<file path="src/design/go_to_goal_wheel_speeds_unit_defines.svh">
// Assertion macros shared by the go-to-goal wheel speed unit.
`ifndef GO_TO_GOAL_WHEEL_SPEEDS_UNIT_DEFINES_SVH
`define GO_TO_GOAL_WHEEL_SPEEDS_UNIT_DEFINES_SVH
`ifndef ASSERT_OFF
// Checked property that is ignored while reset is asserted.
`define GGWS_ASSERT(name, clk, rst_n, prop, msg) \
  name: assert property (@(posedge clk) disable iff (!rst_n) prop) else $error(msg);
// Checked property that also holds during reset.
`define GGWS_ASSERT_ALWAYS(name, clk, prop, msg) \
  name: assert property (@(posedge clk) prop) else $error(msg);
`else
`define GGWS_ASSERT(name, clk, rst_n, prop, msg)
`define GGWS_ASSERT_ALWAYS(name, clk, prop, msg)
`endif
`endif

</file>
<file path="src/design/ggws_isqrt.sv">
// Pipelined distance unit: squares, sum and one root bit per stage.
`default_nettype none
module ggws_isqrt (
  input  wire logic               clk_i,
  input  wire logic               en_i,
  input  wire logic signed [16:0] dx_i,
  input  wire logic signed [16:0] dy_i,
  output logic             [16:0] d_o
);

  localparam int unsigned STEPS = 17;

  logic signed [33:0] sqx_d, sqy_d;
  logic [33:0] sqx_q, sqy_q;
  logic [33:0] n_q [STEPS+1];
  logic [33:0] r_q [STEPS+1];

  assign sqx_d = dx_i * dx_i;
  assign sqy_d = dy_i * dy_i;

  always_ff @(posedge clk_i) begin
    if (en_i) begin
      sqx_q  <= sqx_d;
      sqy_q  <= sqy_d;
      n_q[0] <= sqx_q + sqy_q;
      r_q[0] <= '0;
    end
  end

  for (genvar k = 0; k < STEPS; k++) begin : g_step
    localparam logic [33:0] BIT = 34'd1 << (2 * (STEPS - 1 - k));
    logic [33:0] trial;
    assign trial = r_q[k] + BIT;
    always_ff @(posedge clk_i) begin
      if (en_i) begin
        if (n_q[k] >= trial) begin
          n_q[k+1] <= n_q[k] - trial;
          r_q[k+1] <= (r_q[k] >> 1) + BIT;
        end else begin
          n_q[k+1] <= n_q[k];
          r_q[k+1] <= r_q[k] >> 1;
        end
      end
    end
  end

  assign d_o = r_q[STEPS][16:0];

endmodule
`default_nettype wire

</file>
<file path="config.mk">
export PLATFORM = sky130hd
export DESIGN_NAME = ggws_isqrt
export DESIGN_NICKNAME = d
export VERILOG_FILES = /design/src/design/go_to_goal_wheel_speeds_unit_defines.svh /design/src/design/ggws_isqrt.sv
export SDC_FILE = /design/constraint.sdc
export NUM_CORES = 2
export LEC_CHECK = 0
export ABC_AREA = 0
export BUFFER_PORTS_ARGS = -buffer_cell sky130_fd_sc_hd__buf_4
export CORE_MARGIN = 10
export CORE_UTILIZATION = 58
export CTS_BUF_LIST = sky130_fd_sc_hd__clkbuf_8
export DETAILED_ROUTE_END_ITERATION = 8
export HOLD_SLACK_MARGIN = 0.08
export PLACE_DENSITY = 0.78
export SYNTH_ARGS = -nofsm -noshare
export SYNTH_HDL_FRONTEND = slang
export SYNTH_SLANG_ARGS = --single-unit
</file>
<file path="constraint.sdc">
create_clock -name clk_i -period 10.65 [get_ports clk_i]
set_clock_uncertainty 0.05 [all_clocks]
set_input_delay 1.065 -clock clk_i [delete_from_list [all_inputs] [get_ports clk_i]]
set_output_delay 1.065 -clock clk_i [all_outputs]
set_load 0.05 [all_outputs]
</file>
Yosys cells after proc, flatten, opt, wreduce, memory -nomap -nowiden
Memories as Yosys holds them, arrays and structs flattened. Index checks and enable logic that the tools add are counted.

Flip-flop bits (word level): 68. Memory bits (writable): 1224. Output and inout bits: 17. Logic and storage cells: 247. Memories kept: 2.

Add/subtract/negate cells: 52. $mul: 2. Magnitude comparators: 17. Multiplexer cells: 138. Bitwise logic cells: 34.

Memories: n_q (depth 18, width 34, read ports 17, clocked after memory_dff 0, write ports 18, RTL line ggws_isqrt.sv:15) `logic [33:0] n_q [STEPS+1];`; r_q (depth 18, width 34, read ports 18, clocked after memory_dff 0, write ports 18, RTL line ggws_isqrt.sv:16) `logic [33:0] r_q [STEPS+1];`.

Operator list (count): two-way mux 34 bit (34); >= comparator 34 bit (17); subtractor 34 bit (17); two-way mux 1 bit (104); multiplier 17 x 17 -> 34 bit (2); adder 33 x 1 -> 34 bit, second input constant (1); adder 33 x 11 -> 34 bit, second input constant (1); adder 33 x 13 -> 34 bit, second input constant (1); adder 33 x 15 -> 34 bit, second input constant (1); adder 33 x 17 -> 34 bit, second input constant (1); adder 33 x 19 -> 34 bit, second input constant (1); adder 33 x 21 -> 34 bit, second input constant (1); adder 33 x 23 -> 34 bit, second input constant (1); adder 33 x 25 -> 34 bit, second input constant (1); adder 33 x 27 -> 34 bit, second input constant (1); adder 33 x 29 -> 34 bit, second input constant (1); adder 33 x 3 -> 34 bit, second input constant (1); adder 33 x 31 -> 34 bit, second input constant (1); adder 33 x 33 -> 34 bit, second input constant (1); adder 33 x 5 -> 34 bit, second input constant (1); adder 33 x 7 -> 34 bit, second input constant (1); adder 33 x 9 -> 34 bit, second input constant (1); adder 34 x 1 -> 34 bit, second input constant (1); adder 34 x 11 -> 34 bit, second input constant (1); 17 further kinds (50).

Logic depth before layout (Yosys ltp)
Word-level depth: 6. Gate-level depth with buffers: 27. Mapped depth without buffers: 26.

Worst setup path before layout
No wires, ideal clock.

Kind: input port to flip-flop. Start point: input port dy_i[16]. End point: register sqy_q[33] (data pin). Library setup time: 260 ps. Arrival: 6973 ps. Slack: 3367 ps. Stages: 24. Cells stage by stage: clkbuf_1 > clkbuf_1 > nand2_1 > inv_1 > fa_1 > fa_1 > fa_1 > fa_1 > fa_1 > inv_1 > fa_1 > inv_1 > ha_1 > a21o_1 > a21o_1 > a221o_1 > a21oi_1 > a31oi_1 > o21a_1 > o21ai_0 > nand2b_1 > a211o_1 > a21oi_1 > xnor2_1.

Word-level cells in the longest chain between the ends: 1.

RTL lines: start: declaration (RTL line ggws_isqrt.sv:7) `input wire logic signed [16:0] dy_i,`; multiplier 17 x 17 -> 34 bit (RTL line ggws_isqrt.sv:19) `assign sqy_d = dy_i * dy_i;`; net sqy_d[33] (RTL line ggws_isqrt.sv:13) `logic signed [33:0] sqx_d, sqy_d;`; end signal: assignment (RTL line ggws_isqrt.sv:24) `sqy_q <= sqy_d;`; end: declaration (RTL line ggws_isqrt.sv:14) `logic [33:0] sqx_q, sqy_q;`.

The timed path passes the listed nets, and every way through them passes these cells. A chain may end at the register's enable or synchronous reset.

Worst setup path in the final report
Start point: input port dy_i[4]. End point: register sqy_q[30] (data pin).

The elaborated chain is that of the path after synthesis.

==> results.toml <==
[floorplanning]
die_x_um = 331
rows = 113
fp.dieArea_mm2 = 0.110
die_h_um = 331
initial_core_util = 0.588
io_pins = 53
core_region_area_mm2 = 0.0954

[place]
place_congestion = 0.895
dp_hpwl_mm = 87.3
port_buffers = 52

[synthesis]
synth_nets = 5800
yosys_warnings = 0
synth_top_area_frac = 0.427
syn_area_per_cell_um2 = 11.6
async_flop_share = 0
synth_cell_types = 71
ys.flop_type = "edfxtp_1"
syn_inst = 4848
yosysTopAreaCell = "edfxtp_1"
synth-edff-count = 797
synth.area.top_cells = "edfxtp_1, fa_1, ha_1"
syn_area_mm2 = 0.0561
ys_ff_latch = 797
synth-seq-area-share = 0.427

[cts]
clk_pin_slew_ns = 0.06
cts_root_buf = "clkbuf_8"
cts_hold_buf = 0
cts.sinks = 797
cts_buffers = 119
cts_setup_buffers = 0
clock_latency_ns = 0.76
ctsLongestPathBuffers = 3
cts_resized = 0
cts_tree = "built"
cts_max_level = 3

[timing]
max_freq_mhz = 141
finalMaxSlewViolations = 0
setup_viol = 0
final_hold_viol_count = 0
rsz0062_at_grt = "no"
fin_crit_sh = 0.665
max-slew-margin-rel = 0.302
worst-slew-pin-transition_ns = 1.04
period_needed_ns = 7.08
finalSetupTns_ns = 0

[grt]
grt_pass1_vias = 36300
grt_max_degree = 171
grt-ovfl-total = 0
grt_pass1_wl_mm = 183
grt_usage = 0.209
antenna_found_initial = 1

[cells_and_area]
drive_gt1_frac = 0.0554
fill_cells = 7202
nets = 5884
areaGrowthSynthToFinish_pct = 7.39

[route]
num_vias = 34500
drtPass1Iterations = 6
routedWlPerCell_um = 17.8
viasPerCell = 5.48
first_iter_violations = 2537
ant_nets = 0
wirelength_mm = 112
drc = 0

[critical_path]
crit_path_max_fanout = 16
end_kind = "flip-flop"
cp_data_arrival_time_ns = 7.50
criticalPathCategory = "in -> reg"
cpLargestDelayFamily = "adder cells"
slowest_stage = "fa_1"
path_buf_inv = 7
start_kind = "input pin"
cp.required_ns = 11.07
cpPeakStageDelay_ns = 0.55

[status]
status = "finished, final reports clean"

[flow_run]
maxCapViolCount = 0

[min_path]
hp-class = "reg -> reg"
-- cell families after synthesis --
logic type,Yosys count,synth area share
and+or+nand+nor,1187,0.107
buffers and inverters,991,0.0666
adders and majority gates,916,0.275
DFF,797,0.427
AOI/OAI and AO/OA,601,0.0678
xor gates and xnor gates,342,0.0534
muxes,14,0.00266
-- layout by cell type (no fill, tap or decap), types with 120 or more instances in the layout --
cell type / Yosys / layout
a21oi_1: 140 / 140
and2_1: 128 / 128
clkbuf_8: 0 / 120
edfxtp_1: 797 / 797
fa_1: 531 / 531
ha_1: 385 / 385
inv_1: 887 / 913
nand2_1: 352 / 352
nor2_1: 197 / 196
o21ai_0: 181 / 181
xnor2_1: 207 / 207
xor2_1: 135 / 135
-- layout make-up --
class | count | area, µm² | share of cell area
antenna | 2 | 5.00 | 0.0000831
clock buffer | 120 | 1650 | 0.0274
clock inverter | 103 | 753 | 0.0125
inverter | 888 | 3330 | 0.0554
multi-input combinational | 3060 | 28400 | 0.472
sequential | 797 | 23900 | 0.397
tap | 1265 | 1580 | 0.0263
timing repair buffer | 66 | 528 | 0.00877
-- synth_stat cells, drive strengths merged (95+ instances only) --
cell type    n
inv        887
edfxtp     797
fa         531
ha         385
nand2      352
xnor2      207
nor2       197
o21ai      185
a21oi      140
xor2       135
and2       128
nor3       101
clkbuf      95
-- metrics by stage --
stage                     setup WS (ns)   util  std cells  instance area (µm²)  hold WS [ns]
final                              3.57  0.631       6301                60200         0.369
after CTS                          3.64  0.631       6299                60200         0.358
after detailed placement           2.85  0.606       6076                57800         0.355
after floorplan                    3.37      -       4848                56100         0.350
after global placement             3.00  0.606       6076                57800         0.351
after global routing               3.20  0.631       6301                60200         0.370
-- state kept, by name, summed over array words and instances (netlist names) --
register  cells
n_q         578
sqy_q        33
r_q         153
sqx_q        33
-- worst reg2reg max path, stage by stage (launching register included) --
cell	delay, ns
edfxtp_1	0.35
inv_1	0.05
ha_1	0.33
nor2b_1	0.14
o21ai_0	0.19
a21boi_0	0.11
o21ai_0	0.29
a21oi_1	0.21
a211oi_1	0.40
o21bai_1	0.20
a31oi_2	0.86
a211o_1	0.31
nor3_1	0.10
xor2_1	0.16
-- metal layers --
| metal | up-vias | share of wire | track usage |
|---|---|---|---|
| li1 | 16400 | - | - |
| met1 | 17000 | 0.39 | 0.247 |
| met2 | 812 | 0.53 | 0.383 |
| met3 | 252 | 0.043 | 0.0282 |
| met4 | 0 | 0.039 | 0.0831 |
| met5 | - | 0 | 0 |
-- worst paths after layout --
check	slack [ns]	cells after the start	to	startpoint
setup / recovery	3.57	26	sqy_q[30]	dy_i[4]
hold / removal	0.37	0	n_q[0][46]	n_q[0][12]
setup reg to reg	6.64	13	n_q[6][30]	r_q[11][12]
hold reg to reg	0.37	0	n_q[0][46]	n_q[0][12]
Power is left out: the tool's default activity adds up to more than one toggle a clock period on the data nets, which glitch-free logic cannot reach.
